File: config.mk
export PLATFORM = sky130hd
export DESIGN_NAME = i2c_bus_monitor_decoder
export DESIGN_NICKNAME = d
export VERILOG_FILES = /design/src/rtl/core/i2cbm_pkg.sv /design/src/rtl/core/i2cbm_front.sv /design/src/rtl/core/i2cbm_queue.sv /design/src/rtl/core/i2cbm_back.sv /design/src/rtl/core/i2c_bus_monitor_decoder.sv
export SDC_FILE = /design/constraint.sdc
export NUM_CORES = 1
export LEC_CHECK = 0
export ABC_AREA = 0
export BUFFER_PORTS_ARGS = -buffer_cell sky130_fd_sc_hd__buf_4
export CORE_ASPECT_RATIO = 1.75
export CORE_MARGIN = 4
export CORE_UTILIZATION = 59
export CTS_BUF_LIST = sky130_fd_sc_hd__clkbuf_8
export DETAILED_ROUTE_END_ITERATION = 10
export PLACE_DENSITY = 0.78
export RECOVER_POWER = 100
export SLEW_MARGIN = 10
export SYNTH_ARGS = -nofsm -noshare
export SYNTH_HDL_FRONTEND = slang
export SYNTH_SLANG_ARGS = --single-unit
export TNS_END_PERCENT = 30
File: constraint.sdc
create_clock -name clock -period 4.8 [get_ports clock]
set_clock_uncertainty 0.2 [all_clocks]
set_input_delay 0.24 -clock clock [delete_from_list [all_inputs] [get_ports clock]]
set_output_delay 0.24 -clock clock [all_outputs]
set_load 0.02 [all_outputs]
File: src/rtl/core/i2cbm_pkg.sv
`timescale 1ns / 1ps

package i2cbm_pkg;

   localparam logic [15:0] TIMEOUT_RESET  = 16'd1500;
   localparam logic [3:0]  BITS_PER_FRAME = 4'd9;
   localparam logic [16:0] TICK_MAX       = 17'h1FFFF;

   localparam int Q_DEPTH = 2;
   localparam int Q_PTR_W = (Q_DEPTH > 1) ? $clog2(Q_DEPTH) : 1;
   localparam int Q_CNT_W = $clog2(Q_DEPTH + 1);

   localparam logic [1:0] CMD_SCL_RISE = 2'd0;
   localparam logic [1:0] CMD_SDA_EDGE = 2'd1;
   localparam logic [1:0] CMD_TICK     = 2'd2;

   localparam logic [1:0] KIND_START   = 2'd0;
   localparam logic [1:0] KIND_STOP    = 2'd1;
   localparam logic [1:0] KIND_BYTE    = 2'd2;
   localparam logic [1:0] KIND_TIMEOUT = 2'd3;

   typedef struct packed {
      logic [1:0] command;
      logic       sda_level;
      logic       scl_level;
   } req_word_type;

   typedef struct packed {
      logic [1:0] kind;
      logic [7:0] byte_value;
      logic       is_address;
      logic       read_flag;
      logic       acked;
      logic [3:0] bits_seen;
   } rsp_word_type;

   typedef enum logic [1:0] {
      OP_BIT,
      OP_START,
      OP_STOP,
      OP_TICK
   } op_type;

   typedef struct packed {
      op_type op;
      logic   sda;
   } op_word_type;

   // front to queue
   typedef struct packed {
      logic        push;
      op_word_type data;
   } q_push_type;

   // queue to back and top
   typedef struct packed {
      logic                 valid;
      logic                 full;
      logic [Q_CNT_W-1:0]   count;
      op_word_type          data;
   } q_status_type;

endpackage

File: src/rtl/core/i2cbm_front.sv
`timescale 1ns / 1ps

module i2cbm_front (
   input  logic                  req_valid,
   input  logic                  req_stall,
   input  i2cbm_pkg::req_word_type req_word,
   output i2cbm_pkg::q_push_type   push_out
);

   logic             keep;
   i2cbm_pkg::op_type op;

   always_comb begin
      keep = 1'b0;
      op   = i2cbm_pkg::OP_BIT;
      case (req_word.command)
         i2cbm_pkg::CMD_SCL_RISE: begin
            keep = 1'b1;
            op   = i2cbm_pkg::OP_BIT;
         end
         i2cbm_pkg::CMD_SDA_EDGE: begin
            // SDA edge with SCL low carries no condition
            keep = req_word.scl_level;
            op   = req_word.sda_level ? i2cbm_pkg::OP_STOP : i2cbm_pkg::OP_START;
         end
         i2cbm_pkg::CMD_TICK: begin
            keep = 1'b1;
            op   = i2cbm_pkg::OP_TICK;
         end
         default: begin
            keep = 1'b0;
            op   = i2cbm_pkg::OP_BIT;
         end
      endcase
   end

   assign push_out.push     = req_valid && !req_stall && keep;
   assign push_out.data.op  = op;
   assign push_out.data.sda = req_word.sda_level;

endmodule

File: src/rtl/core/i2cbm_queue.sv
`timescale 1ns / 1ps

module i2cbm_queue (
   input  logic                    clock,
   input  logic                    reset,
   input  i2cbm_pkg::q_push_type   push_in,
   input  logic                    pop,
   output i2cbm_pkg::q_status_type status
);

   i2cbm_pkg::op_word_type             mem_ff [i2cbm_pkg::Q_DEPTH];
   logic [i2cbm_pkg::Q_PTR_W-1:0]      wr_ptr_ff, wr_ptr_in;
   logic [i2cbm_pkg::Q_PTR_W-1:0]      rd_ptr_ff, rd_ptr_in;
   logic [i2cbm_pkg::Q_CNT_W-1:0]      count_ff, count_in;
   logic                               do_push, do_pop;

   localparam logic [i2cbm_pkg::Q_CNT_W-1:0] FULL_CNT =
      i2cbm_pkg::Q_CNT_W'(i2cbm_pkg::Q_DEPTH);
   localparam logic [i2cbm_pkg::Q_PTR_W-1:0] LAST_PTR =
      i2cbm_pkg::Q_PTR_W'(i2cbm_pkg::Q_DEPTH - 1);

   assign status.valid = (count_ff != '0);
   assign status.full  = (count_ff == FULL_CNT);
   assign status.count = count_ff;
   assign status.data  = mem_ff[rd_ptr_ff];

   assign do_push = push_in.push && !status.full;
   assign do_pop  = pop && status.valid;

   always_comb begin
      wr_ptr_in = wr_ptr_ff;
      rd_ptr_in = rd_ptr_ff;
      count_in  = count_ff;
      if (do_push) begin
         wr_ptr_in = (wr_ptr_ff == LAST_PTR) ? '0 : wr_ptr_ff + 1'b1;
      end
      if (do_pop) begin
         rd_ptr_in = (rd_ptr_ff == LAST_PTR) ? '0 : rd_ptr_ff + 1'b1;
      end
      if (do_push && !do_pop) begin
         count_in = count_ff + 1'b1;
      end else if (do_pop && !do_push) begin
         count_in = count_ff - 1'b1;
      end
   end

   always_ff @(posedge clock) begin
      if (reset) begin
         wr_ptr_ff <= '0;
         rd_ptr_ff <= '0;
         count_ff  <= '0;
      end else begin
         wr_ptr_ff <= wr_ptr_in;
         rd_ptr_ff <= rd_ptr_in;
         count_ff  <= count_in;
      end
   end

   always_ff @(posedge clock) begin
      if (do_push) begin
         mem_ff[wr_ptr_ff] <= push_in.data;
      end
   end

endmodule

File: src/rtl/core/i2cbm_back.sv
`timescale 1ns / 1ps

module i2cbm_back (
   input  logic                    clock,
   input  logic                    reset,
   input  i2cbm_pkg::q_status_type q_status,
   output logic                    pop,
   input  logic                    csr_valid,
   input  logic [15:0]             csr_data,
   output logic                    rsp_valid,
   input  logic                    rsp_stall,
   output i2cbm_pkg::rsp_word_type rsp_word
);

   logic [15:0]             timeout_ff, timeout_in;
   logic [3:0]              bits_left_ff, bits_left_in;
   logic [7:0]              shift_byte_ff, shift_byte_in;
   logic                    rw_bit_ff, rw_bit_in;
   logic                    expect_address_ff, expect_address_in;
   logic [16:0]             idle_ticks_ff, idle_ticks_in;
   logic                    rsp_valid_ff, rsp_valid_in;
   i2cbm_pkg::rsp_word_type rsp_word_ff, rsp_word_in;

   logic                    out_free;
   logic [3:0]              bits_dec;
   logic [16:0]             idle_inc;
   i2cbm_pkg::op_word_type  cur;

   assign out_free  = !rsp_valid_ff || !rsp_stall;
   assign pop       = q_status.valid && out_free;
   assign cur       = q_status.data;
   assign rsp_valid = rsp_valid_ff;
   assign rsp_word  = rsp_word_ff;

   assign bits_dec = bits_left_ff - 4'd1;
   assign idle_inc = (idle_ticks_ff == i2cbm_pkg::TICK_MAX) ? idle_ticks_ff
                                                            : idle_ticks_ff + 17'd1;

   always_comb begin
      timeout_in        = csr_valid ? csr_data : timeout_ff;
      bits_left_in      = bits_left_ff;
      shift_byte_in     = shift_byte_ff;
      rw_bit_in         = rw_bit_ff;
      expect_address_in = expect_address_ff;
      idle_ticks_in     = idle_ticks_ff;
      rsp_valid_in      = rsp_valid_ff && rsp_stall;
      rsp_word_in       = rsp_word_ff;

      if (pop) begin
         case (cur.op)
            i2cbm_pkg::OP_BIT: begin
               if (bits_left_ff != 4'd0) begin
                  bits_left_in = bits_dec;
                  if (bits_dec == 4'd0) begin
                     rsp_valid_in           = 1'b1;
                     rsp_word_in.kind       = i2cbm_pkg::KIND_BYTE;
                     rsp_word_in.byte_value = shift_byte_ff;
                     rsp_word_in.is_address = expect_address_ff;
                     rsp_word_in.read_flag  = expect_address_ff && rw_bit_ff;
                     rsp_word_in.acked      = !cur.sda;
                     rsp_word_in.bits_seen  = i2cbm_pkg::BITS_PER_FRAME;
                     shift_byte_in          = 8'd0;
                     bits_left_in           = i2cbm_pkg::BITS_PER_FRAME;
                     expect_address_in      = 1'b0;
                     idle_ticks_in          = 17'd0;
                  end else if (bits_dec == 4'd1 && expect_address_ff) begin
                     rw_bit_in = cur.sda;
                  end else begin
                     shift_byte_in = {shift_byte_ff[6:0], cur.sda};
                  end
               end
            end
            i2cbm_pkg::OP_START: begin
               bits_left_in      = i2cbm_pkg::BITS_PER_FRAME;
               shift_byte_in     = 8'd0;
               rw_bit_in         = 1'b0;
               expect_address_in = 1'b1;
               rsp_valid_in      = 1'b1;
               rsp_word_in       = '0;
               rsp_word_in.kind  = i2cbm_pkg::KIND_START;
            end
            i2cbm_pkg::OP_STOP: begin
               bits_left_in      = 4'd0;
               shift_byte_in     = 8'd0;
               expect_address_in = 1'b0;
               idle_ticks_in     = 17'd0;
               rsp_valid_in      = 1'b1;
               rsp_word_in       = '0;
               rsp_word_in.kind  = i2cbm_pkg::KIND_STOP;
            end
            i2cbm_pkg::OP_TICK: begin
               if (bits_left_ff == 4'd0) begin
                  idle_ticks_in = 17'd0;
               end else if (idle_inc > {1'b0, timeout_ff}) begin
                  rsp_valid_in           = 1'b1;
                  rsp_word_in.kind       = i2cbm_pkg::KIND_TIMEOUT;
                  rsp_word_in.byte_value = shift_byte_ff;
                  rsp_word_in.is_address = expect_address_ff;
                  rsp_word_in.read_flag  = expect_address_ff && rw_bit_ff;
                  rsp_word_in.acked      = 1'b0;
                  rsp_word_in.bits_seen  = i2cbm_pkg::BITS_PER_FRAME - bits_left_ff;
                  shift_byte_in          = 8'd0;
                  bits_left_in           = i2cbm_pkg::BITS_PER_FRAME;
                  expect_address_in      = 1'b0;
                  idle_ticks_in          = 17'd0;
               end else begin
                  idle_ticks_in = idle_inc;
               end
            end
            default: begin
               bits_left_in = bits_left_ff;
            end
         endcase
      end
   end

   always_ff @(posedge clock) begin
      if (reset) begin
         timeout_ff        <= i2cbm_pkg::TIMEOUT_RESET;
         bits_left_ff      <= 4'd0;
         shift_byte_ff     <= 8'd0;
         rw_bit_ff         <= 1'b0;
         expect_address_ff <= 1'b0;
         idle_ticks_ff     <= 17'd0;
         rsp_valid_ff      <= 1'b0;
      end else begin
         timeout_ff        <= timeout_in;
         bits_left_ff      <= bits_left_in;
         shift_byte_ff     <= shift_byte_in;
         rw_bit_ff         <= rw_bit_in;
         expect_address_ff <= expect_address_in;
         idle_ticks_ff     <= idle_ticks_in;
         rsp_valid_ff      <= rsp_valid_in;
      end
   end

   always_ff @(posedge clock) begin
      rsp_word_ff <= rsp_word_in;
   end

endmodule

File: src/rtl/core/i2c_bus_monitor_decoder.sv
`timescale 1ns / 1ps

// channel  handshake                  word
// req      req_valid / req_stall      req_word_type: command, sda_level, scl_level
// rsp      rsp_valid / rsp_stall      rsp_word_type: kind, byte_value, flags, bits_seen
// csr      csr_valid / csr_ready      csr_data: timeout_ticks
//
// One word per cycle sustained while rsp_stall is low; a result passes through
// the queue register, then the output register.
// Synchronous reset: bus idle, timeout_ticks back to 1500.
// rsp_stall holds the output register and halts the back end; the two-entry
// queue then fills and req_stall rises once both entries are taken.
// csr_ready is always high.

module i2c_bus_monitor_decoder (
   input  logic                    clock,
   input  logic                    reset,
   input  logic                    req_valid,
   output logic                    req_stall,
   input  i2cbm_pkg::req_word_type req_word,
   output logic                    rsp_valid,
   input  logic                    rsp_stall,
   output i2cbm_pkg::rsp_word_type rsp_word,
   input  logic                    csr_valid,
   output logic                    csr_ready,
   input  logic [15:0]             csr_data
);

   i2cbm_pkg::q_push_type   q_push;
   i2cbm_pkg::q_status_type q_status;
   logic                    pop;

   assign req_stall = q_status.full;
   assign csr_ready = 1'b1;

   i2cbm_front u_front (
      .req_valid (req_valid),
      .req_stall (req_stall),
      .req_word  (req_word),
      .push_out  (q_push)
   );

   i2cbm_queue u_queue (
      .clock   (clock),
      .reset   (reset),
      .push_in (q_push),
      .pop     (pop),
      .status  (q_status)
   );

   i2cbm_back u_back (
      .clock     (clock),
      .reset     (reset),
      .q_status  (q_status),
      .pop       (pop),
      .csr_valid (csr_valid && csr_ready),
      .csr_data  (csr_data),
      .rsp_valid (rsp_valid),
      .rsp_stall (rsp_stall),
      .rsp_word  (rsp_word)
   );

   a_queue_bound: assert property (@(posedge clock) disable iff (reset)
      q_status.count <= i2cbm_pkg::Q_CNT_W'(i2cbm_pkg::Q_DEPTH))
      else $error("queue count beyond depth");

   a_no_pop_on_stall: assert property (@(posedge clock) disable iff (reset)
      (rsp_valid && rsp_stall) |-> !pop)
      else $error("back end advanced while output held");

   a_cond_clean: assert property (@(posedge clock) disable iff (reset)
      (rsp_valid && (rsp_word.kind == i2cbm_pkg::KIND_START ||
                     rsp_word.kind == i2cbm_pkg::KIND_STOP))
      |-> (rsp_word.byte_value == 8'd0 && rsp_word.bits_seen == 4'd0))
      else $error("start/stop word carries byte data");

   a_byte_full: assert property (@(posedge clock) disable iff (reset)
      (rsp_valid && rsp_word.kind == i2cbm_pkg::KIND_BYTE)
      |-> (rsp_word.bits_seen == i2cbm_pkg::BITS_PER_FRAME))
      else $error("byte word without nine bits");

endmodule
==> metrics <==
clk sinks=76; Final period util=about nine tenths; final setup fails=0; Worst-Margin Slew=roughly 1900 ps; Final #Nets=531; R2R Setup Slk=just under 500 ps; Commonest cells post-synth=dfxtp_1 (53), nor2_1 (46), ha_1 (31); Worst R2R End=u_back.idle_ticks_ff[8]$_SDFFE_PP0P_; setup TNS=0 ps; 1st-iter DRT viols=173; DR pass1 iterations=4; area of the mapped netlist=roughly 0.0040 sq mm; violated checks=capacitance limit, slew limit; Leak=1.92 nW; Num CTS Buffers=9; post-cts repair resize count=0; CP Launch Type=flop; first-pass GRT wire length=14400 um; Peak VDD IR=approximately 260 uV; Final min period=between 4000 and 5000 ps; Ys Warns=0; status=complete, but fails checks; Die H=117 um; worst-skew pair later-pin latency=about 370 ps; vias per inst=~5.7; CTS tree=built; min setup slack post-route=about 500 ps; Die ar.=~0.008 sq mm; initial antenna violation count=0; worst r2r src=u_back.idle_ticks_ff[0]$_SDFFE_PP0P_; diode count=0; number of synthesized flops with an enable pin=23; Max-Cap Viols=1; Slew Limit Fails=42; synth unique cells=52; Rel. slew slack=-26.6%; RSZ-0062 raised after global routing=no; crit-path max FO=11; Worst Hold Launch=csr_valid; worst r2r path cells=17; crit path launch=u_back.idle_ticks_ff[0]$_SDFFE_PP0P_; top post-synthesis cells by area=dfxtp_1 (27%), edfxtp_1 (17%), ha_1 (9.8%); overflow left after global routing=0; Cells after Synth=415; syn_area_per_cell=about 9.6 sq um; routed len/inst=15.3 um; crit path capture type=flop; Filler Cells Inserted=between 500 and 600; H-Tree Depth=3; # port buffers=between 40 and 50; Rows=39; post-synthesis sequential area ratio=44.1%; Critical Path End=u_back.idle_ticks_ff[8]$_SDFFE_PP0P_; CP Data Arrival Time=approximately 4400 ps; vias in the first global route=roughly 3.2k; top cell type's share of synthesized area=between 20% and 30%; Core ar.=approximately 0.0065 sq mm; Root Buffer=clkbuf_8; worst hold path class=in -> reg; DRC viols=0; Clock transition at path regs=approximately 80 ps; Final Wtd Congestion=around 0.88; post-route ant nets=0; max frequency=between 200 and 250 MHz; largest net degree at the start of global routing=42; Final Hold Fails=0; Max clock buf depth=2; Net Count, Synth=about 470; Seq cells post-synth=76; dpl ws=~480 ps; vias=around 3.2k; Post-synth ARST share=0%; total power=~0.0019 W; Synth area leader=dfxtp_1; Power Dens Cells=401 mW/mm^2; WS Path Type=reg -> reg; effective utilization at floorplan=60.7%; CP required=between 4000 and 5000 ps; HPWL Detailed=5950 um; top-count cell post-synth=dfxtp_1; GRT Overall Usage=between 20 and 25%; Primary FF master, synth=dfxtp_1; I/O Pins=45; area grow syn2layout=17.0%; layout cells sized above 1=about a tenth; WL final=between 8000 and 9000 um; Die W=around 70 um
==> cell type report <==
type	instances	area (sq um)	share of cell area, %
flip-flops and latches	76	1750	37.7
multi-input cells	293	2030	43.6
repair buffers	67	460	9.91
well taps	82	103	2.21
inverters	28	105	2.26
clock buffers	9	124	2.67
clock inverters	7	75.1	1.62
==> sequential cells by signal, summed over array words and instances, names as in the netlist, named ones only <==
register                  cells
u_back.idle_ticks_ff         17
u_back.rsp_word              17
u_back.timeout_ff            16
u_back.shift_byte_ff          8
u_queue.mem_ff                6
u_back.bits_left_ff           4
u_queue.count_ff              2
u_back.expect_address_ff      1
u_back.rsp_valid              1
u_back.rw_bit_ff              1
u_queue.rd_ptr_ff             1
u_queue.wr_ptr_ff             1
==> per-layer routing <==
layer	track usage, %	share of wire, %	up-vias
li1	-	-	1590
met2	40.1	53	70
met3	4.48	3.6	34
met5	0	0	-
met4	16.9	4.9	0
met1	22.9	39	1510
==> cells in the final DEF, fill, tap and decap left out, drive strengths merged, types with 10 or more instances in the layout <==
cell type / Yosys / routed
nor2: 46 / 46
nand2: 28 / 28
dlygate4sd3: 0 / 18
edfxtp: 23 / 23
clkbuf: 9 / 41
nor2b: 15 / 15
mux2i: 14 / 14
xnor2: 12 / 12
dfxtp: 53 / 53
buf: 9 / 17
nand4: 11 / 11
inv: 28 / 30
a22oi: 10 / 10
a21oi: 13 / 13
ha: 31 / 31
nand3: 18 / 18
o21ai: 14 / 14
==> stage by stage <==
stage	cell area, sq um	hold WS (ps)	cells	util [%]
after floorplan	3970	139	415	-
after global placement	4330	243	525	66.2
after detailed placement	4330	246	525	66.2
after CTS	4710	90.9	559	72.0
after global routing	4640	135	562	71.0
final	4640	103	562	71.0
==> timing repair <==
action | 4_1_cts | 5_1_grt
buffers inserted | 0 | 3
endpoints found under the hold margin | 19 | 0
setup endpoints to repair | 0 | 1
hold buffers | 18 | 0
==> how the worst min path moves through the flow <==
stage | to | slack [ps] | depth (start not counted)
after floorplan | u_queue.mem_ff[0][0]$_DFFE_PP_ | 140 | 0
after global placement | u_queue.mem_ff[1][0]$_DFFE_PP_ | 240 | 1
after detailed placement | u_queue.mem_ff[0][0]$_DFFE_PP_ | 250 | 1
after CTS | u_back.timeout_ff[7]$_SDFFE_PP1P_ | 90 | 3
after global routing | u_back.timeout_ff[8]$_SDFFE_PP1P_ | 130 | 3
final | u_back.timeout_ff[6]$_SDFFE_PP1P_ | 100 | 3
==> logic make-up after synthesis <==
group                    synth area share (%)
buffers and inverters                    4.88
flip-flops                               44.1
other                                  0.0944
AND/OR/NAND/NOR                          19.4
multiplexers                             4.10
adder cells (fa/ha/maj)                  9.77
XOR/XNOR                                 4.41
AO/OA/AOI/OAI                            13.2
==> report_power, final <==
group / switching [W] / total (W) / internal [W] / leakage, nW
sequential: 0.0000436 / 0.000809 / 0.000765 / 0.648
clock: 0.000252 / 0.000495 / 0.000243 / 0.104
combinational: 0.000371 / 0.000559 / 0.000188 / 1.17
==> worst max-delay path, stage by stage, from the launching register on <==
cell and delay, ps:
dfxtp_1 370, ha_1 270, nand4_1 110, nor4_1 50
buf_4 160, nor2_1 260, nand3_1 250, or2_0 320
xnor2_1 150, ha_1 310, nand3_1 160, o211ai_1 130
a211oi_1 270, nand2_1 160, a2111oi_4 450, clkbuf_2 310
and4bb_1 220, a311o_1 110
Note: power is estimated with default switching activity, not from simulation.
